[config.mk]
export PLATFORM = sky130hd
export DESIGN_NAME = utf8_stream_decoder_unit_flat
export DESIGN_NICKNAME = d
export VERILOG_FILES = /design/src/rtl/u8sd_pkg.sv /design/src/rtl/u8sd_if.sv /design/src/rtl/u8sd_in_reg.sv /design/src/rtl/u8sd_decode.sv /design/src/rtl/u8sd_out_reg.sv /design/src/rtl/utf8_stream_decoder_unit.sv /design/src/flat_wrapper.sv
export SDC_FILE = /design/constraint.sdc
export NUM_CORES = 1
export LEC_CHECK = 0
export BUFFER_PORTS_ARGS = -buffer_cell sky130_fd_sc_hd__buf_4
export CAP_MARGIN = 25
export CORE_MARGIN = 2
export CORE_UTILIZATION = 43
export DETAILED_ROUTE_END_ITERATION = 8
export PLACE_DENSITY = 0.66
export SETUP_SLACK_MARGIN = 0.05
export SYNTH_ARGS = -nofsm -noshare
export SYNTH_HDL_FRONTEND = slang
export SYNTH_SLANG_ARGS = --single-unit
[constraint.sdc]
create_clock -name clk -period 15.4 [get_ports clk]
set_input_delay 2.31 -clock clk [delete_from_list [all_inputs] [get_ports clk]]
set_output_delay 2.31 -clock clk [all_outputs]
set_load 0.05 [all_outputs]
[src/rtl/u8sd_pkg.sv]
package u8sd_pkg;

  // Width of the accumulated character value; code_point shows its low 32 bits.
  localparam int CODE_WIDTH = 32;
  localparam int CP_WIDTH   = 32;

  typedef enum logic [1:0] {
    ST_OK      = 2'd0,
    ST_BADCONT = 2'd1,
    ST_TRUNC   = 2'd2,
    ST_NUL     = 2'd3
  } status_t;

  typedef struct packed {
    logic [7:0] in_byte;
    logic       last_byte;
  } item_t;

  typedef struct packed {
    logic [CP_WIDTH-1:0] code_point;
    logic [3:0]          seq_length;
    status_t             status;
  } result_t;

endpackage

[src/rtl/u8sd_if.sv]
interface u8sd_in_if;
  logic       valid;
  logic       ready;
  logic [7:0] in_byte;
  logic       last_byte;

  modport source (output valid, output in_byte, output last_byte, input ready);
  modport sink   (input valid, input in_byte, input last_byte, output ready);
endinterface

interface u8sd_out_if;
  logic        valid;
  logic        ready;
  logic [31:0] code_point;
  logic [3:0]  seq_length;
  logic [1:0]  status;

  modport source (output valid, output code_point, output seq_length, output status,
                  input ready);
  modport sink   (input valid, input code_point, input seq_length, input status,
                  output ready);
endinterface

[src/rtl/u8sd_in_reg.sv]
module u8sd_in_reg (
  input  logic           clk,
  input  logic           rst,
  u8sd_in_if.sink        stream,
  input  logic           take,
  output logic           item_valid,
  output u8sd_pkg::item_t item
);
  import u8sd_pkg::*;

  logic  full;
  item_t held;

  // Refill whenever the held request leaves or the register is empty.
  assign stream.ready = !full || take;
  assign item_valid   = full;
  assign item         = held;

  always_ff @(posedge clk) begin
    if (rst) begin
      full <= 1'b0;
    end else if (stream.valid && stream.ready) begin
      full <= 1'b1;
    end else if (take) begin
      full <= 1'b0;
    end
  end

  always_ff @(posedge clk) begin
    if (stream.valid && stream.ready) begin
      held.in_byte   <= stream.in_byte;
      held.last_byte <= stream.last_byte;
    end
  end

endmodule

[src/rtl/u8sd_decode.sv]
module u8sd_decode (
  input  logic             clk,
  input  logic             rst,
  input  logic             take,
  input  u8sd_pkg::item_t  item,
  output logic             has_result,
  output u8sd_pkg::result_t result
);
  import u8sd_pkg::*;

  logic [CODE_WIDTH-1:0] partial_value, partial_value_next;
  logic [2:0]            bytes_remaining, bytes_remaining_next;
  logic [3:0]            sequence_length, sequence_length_next;
  logic [3:0]            lead_len;
  logic [7:0]            lead_mask;
  logic [CODE_WIDTH-1:0] shifted;

  always_comb begin
    case (item.in_byte) inside
      8'b0???????: lead_len = 4'd1;
      8'b10??????: lead_len = 4'd1;
      8'b110?????: lead_len = 4'd2;
      8'b1110????: lead_len = 4'd3;
      8'b11110???: lead_len = 4'd4;
      8'b111110??: lead_len = 4'd5;
      8'b1111110?: lead_len = 4'd6;
      8'b11111110: lead_len = 4'd7;
      default:     lead_len = 4'd8;
    endcase
  end

  assign lead_mask = 8'hFF >> lead_len;
  assign shifted   = {partial_value[CODE_WIDTH-7:0], item.in_byte[5:0]};

  always_comb begin
    partial_value_next   = partial_value;
    bytes_remaining_next = bytes_remaining;
    sequence_length_next = sequence_length;
    has_result           = 1'b0;
    result.code_point    = '0;
    result.seq_length    = 4'd0;
    result.status        = ST_OK;

    if (bytes_remaining == 3'd0) begin
      if (!item.in_byte[7]) begin
        has_result = 1'b1;
        if (item.in_byte == 8'h00) begin
          result.status = ST_NUL;
        end else begin
          result.code_point = CP_WIDTH'(item.in_byte);
          result.seq_length = 4'd1;
        end
      end else if (lead_len == 4'd1) begin
        // Stray continuation byte taken as a one-byte character.
        has_result        = 1'b1;
        result.code_point = CP_WIDTH'(item.in_byte[6:0]);
        result.seq_length = 4'd1;
      end else if (item.last_byte) begin
        has_result    = 1'b1;
        result.status = ST_TRUNC;
      end else begin
        partial_value_next   = CODE_WIDTH'(item.in_byte & lead_mask);
        bytes_remaining_next = 3'(lead_len - 4'd1);
        sequence_length_next = lead_len;
      end
    end else if (item.last_byte && bytes_remaining > 3'd1) begin
      has_result           = 1'b1;
      result.status        = ST_TRUNC;
      partial_value_next   = '0;
      bytes_remaining_next = 3'd0;
      sequence_length_next = 4'd0;
    end else if (item.in_byte[7:6] != 2'b10) begin
      // Drop the offending byte and return to idle.
      has_result           = 1'b1;
      result.status        = ST_BADCONT;
      partial_value_next   = '0;
      bytes_remaining_next = 3'd0;
      sequence_length_next = 4'd0;
    end else if (bytes_remaining == 3'd1) begin
      has_result           = 1'b1;
      result.code_point    = CP_WIDTH'(shifted);
      result.seq_length    = sequence_length;
      partial_value_next   = '0;
      bytes_remaining_next = 3'd0;
      sequence_length_next = 4'd0;
    end else begin
      partial_value_next   = shifted;
      bytes_remaining_next = bytes_remaining - 3'd1;
    end
  end

  always_ff @(posedge clk) begin
    if (rst) begin
      partial_value   <= '0;
      bytes_remaining <= 3'd0;
      sequence_length <= 4'd0;
    end else if (take) begin
      partial_value   <= partial_value_next;
      bytes_remaining <= bytes_remaining_next;
      sequence_length <= sequence_length_next;
    end
  end

endmodule

[src/rtl/u8sd_out_reg.sv]
module u8sd_out_reg (
  input  logic              clk,
  input  logic              rst,
  input  logic              load,
  input  u8sd_pkg::result_t result,
  u8sd_out_if.source        chars,
  output logic              free
);
  import u8sd_pkg::*;

  logic    full;
  result_t held;

  assign free             = !full || chars.ready;
  assign chars.valid      = full;
  assign chars.code_point = held.code_point;
  assign chars.seq_length = held.seq_length;
  assign chars.status     = held.status;

  always_ff @(posedge clk) begin
    if (rst) begin
      full <= 1'b0;
    end else if (load) begin
      full <= 1'b1;
    end else if (chars.ready) begin
      full <= 1'b0;
    end
  end

  always_ff @(posedge clk) begin
    if (load) begin
      held <= result;
    end
  end

endmodule

[src/rtl/utf8_stream_decoder_unit.sv]
// UTF-8 stream decoder, extended form (sequences of 2 to 8 bytes).
// stream: one request per byte, carrying in_byte and last_byte (final byte of a
//   buffer). A byte is taken on a rising edge with valid and ready both high.
// chars: one request per finished character or error: code_point, seq_length
//   and status (ok, bad continuation, truncated, nul byte).
// Lead bytes and middle continuation bytes produce no request on chars unless they carry last_byte.
// Path: a byte that completes a character is decoded combinationally from the
//   input register, and its result is loaded into the output register once that
//   register can absorb it; its request is valid on chars from that load.
// Throughput: one byte per cycle, sustained, with chars.ready held high; the
//   decode of each byte is one short pass between the two registers.
// Stall: while chars holds an untaken request, the input register drains only
//   when chars.ready is high; stream.ready then drops once the input register
//   is also full, so no byte or result is lost.
// Reset: rst (synchronous) empties both registers and returns the decoder to
//   idle, awaiting a lead byte.
module utf8_stream_decoder_unit (
  input  logic clk,
  input  logic rst,
  u8sd_in_if.sink    stream,
  u8sd_out_if.source chars
);
  import u8sd_pkg::*;

  logic    item_valid;
  item_t   item;
  logic    out_free;
  logic    take;
  logic    has_result;
  result_t result;

  // Advance the held byte whenever the result register can absorb its outcome.
  assign take = item_valid && out_free;

  u8sd_in_reg u_in_reg (
    .clk        (clk),
    .rst        (rst),
    .stream     (stream),
    .take       (take),
    .item_valid (item_valid),
    .item       (item)
  );

  u8sd_decode u_decode (
    .clk        (clk),
    .rst        (rst),
    .take       (take),
    .item       (item),
    .has_result (has_result),
    .result     (result)
  );

  u8sd_out_reg u_out_reg (
    .clk    (clk),
    .rst    (rst),
    .load   (take && has_result),
    .result (result),
    .chars  (chars),
    .free   (out_free)
  );

endmodule

[src/flat_wrapper.sv]
// flat-port wrapper written by rule: the top's interface ports become plain ports
module utf8_stream_decoder_unit_flat import u8sd_pkg::*;
  (clk, rst, stream_valid, stream_in_byte, stream_last_byte, stream_ready, chars_valid, chars_code_point, chars_seq_length, chars_status, chars_ready);
  u8sd_in_if stream_i ();
  u8sd_out_if chars_i ();
  input  logic clk;
  input  logic rst;
  input wire logic [$bits(stream_i.valid)-1:0] stream_valid;
  input wire logic [$bits(stream_i.in_byte)-1:0] stream_in_byte;
  input wire logic [$bits(stream_i.last_byte)-1:0] stream_last_byte;
  output wire logic [$bits(stream_i.ready)-1:0] stream_ready;
  output wire logic [$bits(chars_i.valid)-1:0] chars_valid;
  output wire logic [$bits(chars_i.code_point)-1:0] chars_code_point;
  output wire logic [$bits(chars_i.seq_length)-1:0] chars_seq_length;
  output wire logic [$bits(chars_i.status)-1:0] chars_status;
  input wire logic [$bits(chars_i.ready)-1:0] chars_ready;
  assign stream_i.valid = stream_valid;
  assign stream_i.in_byte = stream_in_byte;
  assign stream_i.last_byte = stream_last_byte;
  assign stream_ready = stream_i.ready;
  assign chars_valid = chars_i.valid;
  assign chars_code_point = chars_i.code_point;
  assign chars_seq_length = chars_i.seq_length;
  assign chars_status = chars_i.status;
  assign chars_i.ready = chars_ready;
  utf8_stream_decoder_unit u_core (.clk(clk), .rst(rst), .stream(stream_i), .chars(chars_i));
endmodule
After elaboration in Yosys (flattened, before gate mapping)
Cells that the tools add are included.
Operators by class
  add/subtract/negate cells: 2
  order comparisons: 1
  equal/unequal tests: 13
  shifts and indexed selects: 1
  mux-type cells: 52
  bitwise operators: 1
  reduce and logical (&&, ||, !) cells: 15
Operators with widths (count)
  26-bit 2-to-1 mux: 7
  36-bit 2-to-1 mux: 3
  38-bit 2-to-1 mux: 2
  4-bit 2-to-1 mux: 15
  11-bit 2-to-1 mux: 2
  3-bit 2-to-1 mux: 7
  1-bit 2-to-1 mux: 12
  8-bit AND: 1
  8-bit equality test, second input constant: 1
  8-bit logical NOT: 1
  2-bit 2-to-1 mux: 4
  8-bit by 4-bit right shift with 8-bit output, first input constant: 1
  7-bit equality test, second input constant: 1
  6-bit equality test, second input constant: 1
  2-bit != test, second input constant: 3
  3-bit by 1-bit subtractor with 3-bit output, second input constant: 2
  5-bit equality test, second input constant: 1
  5-bit AND reduction: 1
  4-bit by 1-bit equality test with 1-bit output, second input constant: 1
  4-bit equality test, second input constant: 1
  1-bit logical AND: 4
  4-bit AND reduction: 1
  2-bit nonzero test: 2
  4-bit nonzero test: 1
  other kinds (8): 10
Storage, ports and cells
  bits in registers: 82
  input port bits: 13
  output and inout port bits: 40
  logic and storage cells: 95

Longest topological paths before layout
Gate-level depths: netlist of the first run.
  word-level depth: 15
  gate-level depth with buffers: 11
  mapped depth without buffers: 9

Cells and area by module
From an unflattened synthesis of the first run, not the netlist that was laid out.
Second synthesis, totals
  cells, all modules: 316
  area total of the unflattened synthesis: 3495.9 um^2
Modules (own cells, without submodules)
  u8sd_decode: instances 1, cells each 258, area each 1970.6 um^2, seq. area each 660.6 um^2
  u8sd_out_reg: instances 1, cells each 42, area each 1187.4 um^2, seq. area each 1161.1 um^2
  u8sd_in_reg: instances 1, cells each 14, area each 325.3 um^2, seq. area each 290.3 um^2
  utf8_stream_decoder_unit: instances 1, cells each 2, area each 12.5 um^2, seq. area each 0.0 um^2

Worst setup path before layout of the first run
Ideal clock, no wire load.
  path type: input to register
  from: input port chars_ready
  to: register u_core.u_out_reg.held, in the netlist u_core.u_out_reg.chars.code_point[0] (enable)
  data arrival time: 5.356 ns
  data required time: 14.909 ns
  setup slack: 9.553 ns
  cell stages on the path: 3
  buffers on the path: 0
  path through: nand2b_1 > nand2_1 > a211oi_1
On the way
  longest elaborated chain between the ends: 3
Ends and longest elaborated chain
  start: declaration: line flat_wrapper.sv:16  | input wire logic [$bits(chars_i.ready)-1:0] chars_ready;
  1-bit logical OR: line u8sd_out_reg.sv:14  | assign free = !full || chars.ready;
  1-bit logical AND: line utf8_stream_decoder_unit.sv:33  | assign take = item_valid && out_free;
  1-bit logical AND: line utf8_stream_decoder_unit.sv:56  | .load (take && has_result),
  named net u_core.u_out_reg.load: line u8sd_out_reg.sv:4  | input logic load,
  end signal: assignment: line u8sd_out_reg.sv:32  | held <= result;
  end: declaration: line u8sd_out_reg.sv:12  | result_t held;
The timed path passes the listed nets, and every way through them passes these cells.
A chain may end at the register's enable or synchronous reset.

Worst setup path in the final report of the first run
  from: input port chars_ready
  to: output port stream_ready
On the way
  longest elaborated chain between the ends: 3
Ends and longest elaborated chain
  1-bit logical OR: line u8sd_out_reg.sv:14
  1-bit logical AND: line utf8_stream_decoder_unit.sv:33
  1-bit logical OR: line u8sd_in_reg.sv:15  | assign stream.ready = !full || take;
  end: declaration: line flat_wrapper.sv:11  | output wire logic [$bits(stream_i.ready)-1:0] stream_ready;
Every way passes these cells.

==> metrics.txt, run 1 <==
Worst-Margin Slew approximately 1.1 ns; Synth top area share 36.5%; pwr/cell area 113 mW/mm^2; syn avg cell area 11.5 um^2; Min-Delay Endpoint u_core.u_decode.partial_value[24]; max-cap viol count 0; Setup TNS 0 ns; die width 98.8 um; Syn Inst Count ~340; r2r endpoint u_core.u_decode.sequence_length[2]; pins over their slew limit 0; CP Data Arrival Time 3.02 ns; Die ar. 0.00976 mm^2; reg2reg path depth 9; GP Congestion 0.836; first-pass GRT wire length 13.0 mm; fraction of registers with async set/reset 0%; initial antenna violation count 0; hold depth 2; part of the Yosys area used for sequential elements 54.7%; CTS clock-pin slew for the worst setup and hold paths about 0.090 ns; drt wl/cell 16.4 um; hold buffers post-CTS 0; Fin Clk Skew 0.0126 ns; CTS sink cnt 82; Critical Path RT 13.09 ns; Leak 0.00158 uW; largest buffer count on any clock path 2; Initial Util ~44%; largest net degree at the start of global routing 38; hold wc startpoint u_core.u_decode.partial_value[24]; fin area 0.00441 mm^2; Antenna diodes 0; number of remaining DRC errors 0; gr ovfl total 0; post-DR vias/cell 5.68; top-level I/O count 53; root buffer cell clkbuf_8; Hold Violations, Final 0; share of layout cells above drive strength 1 23.5%; DPL Wire Length 5.27 mm; Setup Crit Path Kind in2out; Synth area leaders edfxtp_1 (37%), dfxtp_1 (18%), and2_1 (5.5%); outcome completed; Worst slew margin 28.2%; FF-to-FF Start u_core.u_in_reg.item[8]; clock buffer count from CTS 9; final cycle utilization of the critical path 34.6%; Final setup viols 0; placed cell areas 0.00418 mm^2; RSZ-0062 raised after global routing false; buffers added on ports 52; final net count 394; HP Class reg2reg; die height just under 100 um; final wirelength 7.99 mm; Post-synth EDFFs 47; DR pass1 iterations 4; Worst Setup End Kind output port; most frequent cells in the layout buf_4 (57), edfxtp_1 (47), dfxtp_1 (35); Main synth FF type edfxtp_1; syn_nets 356; Max rail drop VDD 0.0000524 V; Ys Warns 0; worst reg2reg setup slack 11.89 ns; Initial DRC Count 208; vias in the first global route around 2600; Synth cell types 60; Post-CTS Setup Inserts 0; #FFs+latches synth 82; fmax 0.188 GHz; crit path time final 5.33 ns; area leader, netlist edfxtp_1; nature of the critical path startpoint primary input; DR vias 2764; Post-Syn Area 0.00386 mm^2; Total GRT Usage between 10% and 20%; Core ar. 0.00872 mm^2; critical path peak fanout 4; later-pin clock latency in the skew report about 0.36 ns; H-tree levels 3; TritonCTS clock tree yes; post-cts sizing count 0; Layout area overhead 14.2%; Final ANT Viol Nets 0; # rows 34; leading cell type in the layout, fill and taps excluded buf_4
-- where the power goes --
| group | switching, uW | total (uW) | leakage, uW | internal [uW] |
|---|---|---|---|---|
| combinational | 50.1 | 71.0 | 0.000728 | 20.9 |
| sequential | 6.22 | 247 | 0.000734 | 241 |
| clock | 84.6 | 179 | 0.000117 | 94.7 |
-- worst max-delay path by stage --
stage	from	end	slack, ns	cells after the start
finish	chars_ready	stream_ready	10.07	4
global route	chars_ready	stream_ready	10.00	4
CTS	chars_ready	stream_ready	10.08	4
detailed placement	chars_ready	stream_ready	10.08	4
global placement	chars_ready	stream_ready	10.12	4
floorplan	chars_ready	u_core.u_out_reg.chars.code_point[0]	9.55	3
-- cell families (layout without fill, tap and decap cells) --
group / after synthesis / count (layout) / share of synthesized area [%]
buffers and inverters: 41 / 84 / 8.03
DFF: 82 / 82 / 54.7
and+or+nand+nor: 107 / 107 / 15.7
muxes: 3 / 3 / 0.810
AOI/OAI and AO/OA: 95 / 95 / 18.3
adders and majority gates: 7 / 7 / 2.27
xor gates and xnor gates: 1 / 1 / 0.227
-- worst max-delay path, stage by stage --
cell     delay (ns)
buf_4          0.11
nor2b_1        0.29
nand2_1        0.11
buf_4          0.20
-- metal layers --
| layer | GRT usage, % | part of all wire [%] |
|---|---|---|
| met1 | 23.2 | 47 |
| met2 | 25.4 | 46 |
| met3 | 4.40 | 5.4 |
| met4 | 6.85 | 2.1 |
| met5 | 0 | 0 |
-- metrics by stage --
stage / utilization [%] / hold WS (ns) / cells / total power (uW) / setup WS, ns
global placement: 47.9 / 0.444 / 471 / 322 / 10.12
finish: 50.6 / 0.468 / 487 / 498 / 10.07
detailed placement: 47.9 / 0.449 / 471 / 323 / 10.08
global route: 50.6 / 0.478 / 487 / 517 / 10.00
CTS: 50.6 / 0.469 / 487 / 501 / 10.08
floorplan: - / 0.430 / 336 / 308 / 9.55
-- flip-flops by register name, summed over array words and instances (netlist names) --
signal and flops:
u_core.u_out_reg.chars.code_point 32, u_core.u_decode.partial_value 26, u_core.u_in_reg.item 9, u_core.u_decode.sequence_length 4, u_core.u_out_reg.chars.seq_length 4, u_core.u_decode.bytes_remaining 3, u_core.u_out_reg.chars.status 2, u_core.u_in_reg.item_valid 1
u_core.u_out_reg.chars.valid 1
-- synth_stat cells (2+ instances only) --
cell type / instances
nor4_1: 2
o221ai_1: 4
dfxtp_1: 35
o2111ai_1: 20
o21a_1: 2
inv_1: 11
buf_2: 4
and2_1: 34
clkbuf_1: 9
o21ai_0: 7
a31oi_1: 3
nand3_1: 26
clkbuf_8: 9
and4_1: 2
nor2_1: 5
nor3_1: 4
o221a_2: 2
buf_6: 2
edfxtp_1: 47
a21oi_1: 31
o32ai_1: 3
clkbuf_4: 2
a211o_2: 2
nor2b_1: 3
buf_12: 2
mux2i_1: 2
o22ai_1: 3
nand2b_1: 4
nand2_1: 18
ha_1: 7
o211ai_1: 2
-- final cells by class --
class,count,area (um^2)
Clock buffer,9,124
Clock inverter,7,106
Fill cell,778,4310
Inverter,11,41.3
Multi-Input combinational cell,213,1460
Sequential cell,82,2110
Tap cell,108,135
Timing Repair Buffer,57,428
Note: power is estimated with default switching activity, not from simulation.
==> run 2: changes to the inputs <==
PLACE_DENSITY = 0.68   (was 0.66)
clock period = 4.5 ns   (was 15.4 ns; I/O delays follow)
==> run 2 against run 1 <==
Against the previous run:
- total power rose to 3.4 times the previous value
- hold slack got worse by 0.00093 ns
- wire length rose by 5.8%
- register-to-register slack got worse by 11 ns
- via count rose by 1.0%
- die area did not move
- combinational power rose to 3.5 times the previous value
- final area rose by 0.34%
- largest power group unchanged
==> metrics.txt, run 2 (synthesis results as in run 1) <==
outcome completed; die height 98.8 um; Core ar. just under 0.009 mm^2; Layout area overhead 14.5%; CP max stage cell a2111o_1; die width 98.8 um; DR vias approximately 2800; largest stage delay on the critical path around 0.8 ns; DPL Wire Length around 5.5 mm; CTS sink cnt a little over 80; number of remaining DRC errors 0; GP Congestion 0.858; post-cts sizing count 0; Setup Crit Path Kind reg2reg; max FFs per register 32; DR pass1 iterations 4; later-pin clock latency in the skew report about 0.37 ns; hold wc startpoint u_core.u_decode.sequence_length[3]; Initial DRC Count 234; fmax 0.289 GHz; Final setup viols 0; CP startpoint u_core.u_in_reg.item[8]; clock share of power a little over a third; Worst slew margin 32.2%; vias in the first global route approximately 2700; Comb pwr share 14.5%; RSZ-0062 raised after global routing false; max-cap viol count 0; pwr/cell area 387 mW/mm^2; critical path peak fanout 23; post-DR vias/cell 5.72; CP Data Arrival Time between 3 and 4 ns; Total GRT Usage 17.6%; H-tree levels 3; Critical Path RT about 4.8 ns; Leak between 0.0015 and 0.002 uW; nature of the critical path startpoint flip-flop; area of the multi-input gates 0.00146 mm^2; Worst-Margin Slew between 1 and 1.5 ns; # rows 34; HP Class reg2reg; Antenna diodes 0; Setup TNS 0 ns; largest buffer count on any clock path 2; hold buffers post-CTS 0; root buffer cell clkbuf_8; final net count 395; FF-to-FF Start u_core.u_in_reg.item[8]; Post-CTS Setup Inserts 0; drt wl/cell 17.3 um; Worst Setup End Kind flip-flop; clock buffer count from CTS 9; final wirelength 8.46 mm; CTS clock-pin slew for the worst setup and hold paths ~0.09 ns; Fin Clk Skew ~0.012 ns; final cycle utilization of the critical path 76.9%; CP cell instances and2_1 > o21ai_0 > a31oi_1 > inv_1 > ha_1 > nand2b_1 > a2111o_1 > a21oi_4 > mux2_1; net switching power 490 uW; top-level I/O count 53; crit path time final 3.46 ns; Pint 1220 uW; most frequent cells in the layout buf_4 (57), edfxtp_1 (47), dfxtp_1 (35); Hold Violations, Final 0; largest net degree at the start of global routing 38; TritonCTS clock tree yes; gr ovfl total 0; buffers added on ports between 50 and 60; Final ANT Viol Nets 0; Initial Util between 40% and 50%; initial antenna violation count 0; Die ar. 0.00976 mm^2; Flop pwr share between 40% and 50%; Fillers 795; first-pass GRT wire length 13.6 mm; Max rail drop VDD 0.000182 V; Switching Share 28.6%; share of layout cells above drive strength 1 23.7%; total power 1710 uW; Reg area 0.00211 mm^2; leading cell type in the layout, fill and taps excluded buf_4; pins over their slew limit 0
-- run 2: changes by cell type in the layout (fill, tap and decap cells not counted), sizes merged --
cell | before | now
buf | 57 | 58
-- run 2: power by group through the flow --
stage | registers [uW] | logic, uW | clock network [uW]
floorplan | 924 | 129 | 0
detailed placement | 864 | 246 | 0
global placement | 863 | 244 | 0
finish | 846 | 249 | 619
global route | 850 | 264 | 661
CTS | 846 | 247 | 632
-- run 2: worst max-delay path, delay by kind of cell, from the launching register on --
| kind | cells | cell delay (ns) |
|---|---|---|
| multiplexers | 1 | 0.34 |
| flip-flops | 1 | 0.56 |
| AO/OA/AOI/OAI | 4 | 1.65 |
| AND/OR/NAND/NOR | 2 | 0.47 |
| adder cells (fa/ha/maj) | 1 | 0.19 |
| buffers and inverters | 1 | 0.12 |
-- run 2: cell type report --
class / instances / area share [%]
Clock buffer: 9 / 2.80
Clock inverter: 7 / 2.40
Inverter: 11 / 0.933
Multi-Input combinational cell: 213 / 33.1
Sequential cell: 82 / 47.7
Tap cell: 108 / 3.05
Timing Repair Buffer: 58 / 10.0
-- run 2: stage by stage --
stage	hold WS (ns)	instances	util (%)	setup WS (ns)	cell area [um^2]
5_1_grt	0.470	488	50.7	0.821	4430
3_5_place_dp	0.457	471	47.9	1.12	4180
6_report	0.467	488	50.7	1.04	4430
2_1_floorplan	0.430	336	-	0.844	3870
3_3_place_gp	0.449	471	47.9	1.17	4180
4_1_cts	0.468	487	50.6	1.09	4410
-- run 2: routing by layer --
layer	vias up	GRT usage (%)	part of all wire, %
li1	1348	-	-
met1	1344	24.3	45
met2	89	27.5	48
met3	12	3.19	5.5
met4	0	7.17	1.7
met5	-	0	0
-- run 2: worst paths after layout --
| path | endpoint | slack (ns) | cells past startpoint |
|---|---|---|---|
| setup / recovery | u_core.u_decode.sequence_length[2] | 1.04 | 9 |
| hold reg to reg | u_core.u_decode.sequence_length[3] | 0.47 | 2 |
| setup reg to reg | u_core.u_decode.sequence_length[2] | 1.04 | 9 |
| hold / removal | u_core.u_decode.sequence_length[3] | 0.47 | 2 |
==> run 3: changes to the inputs <==
PLACE_DENSITY = 0.66   (was 0.68)
clock period = 3.3 ns   (was 4.5 ns; I/O delays follow)
==> run 3 against run 2 <==
Against the previous run:
- wire length is 0.56% higher
- sequential share of layout area is 0.16 points higher
- clock skew shrank 0.00085 ns
- sequential power rose by 36%
- clock power up 3.9%
- combinational power up 42%
- first-iteration DRC count increased by 8.1%
- global-route usage is 0.53 points higher
- critical path type unchanged
- critical endpoint is now u_core.u_out_reg.chars.seq_length[1]
==> metrics.txt, run 3 (synthesis results as in run 1) <==
Hold Violations, Final 0; hold wc startpoint stream_in_byte[6]; final wirelength 8.50 mm; Switching Share 29.8%; Max rail drop VDD 0.000202 V; Worst Setup End Kind flip-flop; # rows 34; critical path peak fanout 29; gr ovfl total 0; CP Data Arrival Time 3.05 ns; Hold WS 0.315 ns; pins over their slew limit 0; CTS clock-pin slew for the worst setup and hold paths about 0.080 ns; post-DR vias/cell 5.61; filler-free cell count of the finished design approximately 500; pwr/cell area slightly below 500 mW/mm^2; DR vias 2777; Fin Clk Skew 0.0108 ns; most frequent cells in the layout buf_4 (65), edfxtp_1 (47), dfxtp_1 (35); vias in the first global route about 2600; clock buffer count from CTS 9; drt wl/cell 17.2 um; CP startpoint u_core.u_in_reg.item[6]; post-cts sizing count 0; hold buffers post-CTS 0; Final ANT Viol Nets 0; die width around 99 um; crit path time final 3.05 ns; leading cell type in the layout, fill and taps excluded buf_4; Leak between 0.0015 and 0.002 uW; DPL Wire Length 5.51 mm; nature of the critical path startpoint flip-flop; Layout area overhead 14.2%; H-tree levels 3; fmax 0.328 GHz; TritonCTS clock tree yes; HP Class in2reg; largest buffer count on any clock path 2; Comb pwr share 16.4%; Die ar. 0.00976 mm^2; Final setup viols 0; DR pass1 iterations 4; number of remaining DRC errors 0; Total GRT Usage between 10% and 20%; RSZ-0062 raised after global routing false; Worst-Margin Slew 0.593 ns; Initial Util ~44%; final cycle utilization of the critical path between 90% and 100%; Flop pwr share 53.6%; Setup Crit Path Kind reg2reg; net switching power about 640 uW; buffers added on ports 52; Antenna diodes 0; share of layout cells above drive strength 1 24.8%; max-cap viol count 0; placed cell areas 0.00424 mm^2; max FFs per register 32; die height a little under 100 um; Worst slew margin around three fifths; top-level I/O count 53; GP Congestion 0.878; Setup TNS 0 ns; largest net degree at the start of global routing 38; Pint 1510 uW; first-pass GRT wire length 14.0 mm; later-pin clock latency in the skew report 0.35 ns; total power 2140 uW; Initial DRC Count 253; Core ar. 0.00872 mm^2; outcome completed; final net count 402; fin area 0.00441 mm^2; Critical Path RT 3.30 ns; FF-to-FF Start u_core.u_in_reg.item[6]; Post-CTS Setup Inserts 0; initial antenna violation count 0; CTS sink cnt just over 80; clock share of power 30.0%; Inst Count DP roughly 480; root buffer cell clkbuf_8
run 3: cell types whose count changed in the layout (fill, tap and decap cells not counted):
cell        change
buf_4           +8
buf_8           -1
bufinv_16       -2
clkbuf_1        +1
clkinv_2        +2
clkinv_4        +1
clkinvlp_4      +2
inv_6           -3
inv_8           -1
run 3: per-stage QoR:
step                util (%)  worst slack, ns
floorplan                  -            0.216
global placement        48.6            0.382
detailed placement      48.6            0.290
CTS                     50.6            0.267
global route            50.6           0.0573
finish                  50.6            0.252
run 3: worst paths after layout:
check	endpoint	slack [ns]	depth (start not counted)
max	u_core.u_out_reg.chars.seq_length[1]	0.25	7
min	u_core.u_in_reg.item[7]	0.32	1
max reg2reg	u_core.u_out_reg.chars.seq_length[1]	0.25	7
min reg2reg	u_core.u_decode.sequence_length[3]	0.47	2
run 3: metal layers:
metal | track usage [%] | wire length, um | vias to the layer above
li1 | - | - | 1358
met2 | 28.1 | 4190 | 84
met3 | 3.33 | 411 | 2
met1 | 25.6 | 3860 | 1333
met5 | 0 | 0 | -
met4 | 6.53 | 49 | 0
run 3: area by class of cell:
class	instances	area (um^2)
inverter	11	41.3
sequential	82	2110
tap	108	135
fill	777	4310
timing repair buffer	65	488
clock buffer	10	128
multi-input combinational	213	1460
clock inverter	6	42.5
run 3: critical path: stages, from the launching register on:
cell and delay [ns]:
edfxtp_1 0.54, nand2_1 0.11, o21ai_0 0.45, ha_1 0.22, nand2b_1 0.22, a21oi_2 0.12, a211oi_4 0.55, buf_4 0.46
run 3: power by group through the flow:
stage | Combinational (uW) | Clock [uW] | Sequential (uW)
after CTS | 352 | 664 | 1150
after floorplan | 178 | 0 | 1260
after global routing | 376 | 697 | 1150
final | 353 | 643 | 1150
after detailed placement | 351 | 0 | 1170
after global placement | 349 | 0 | 1170
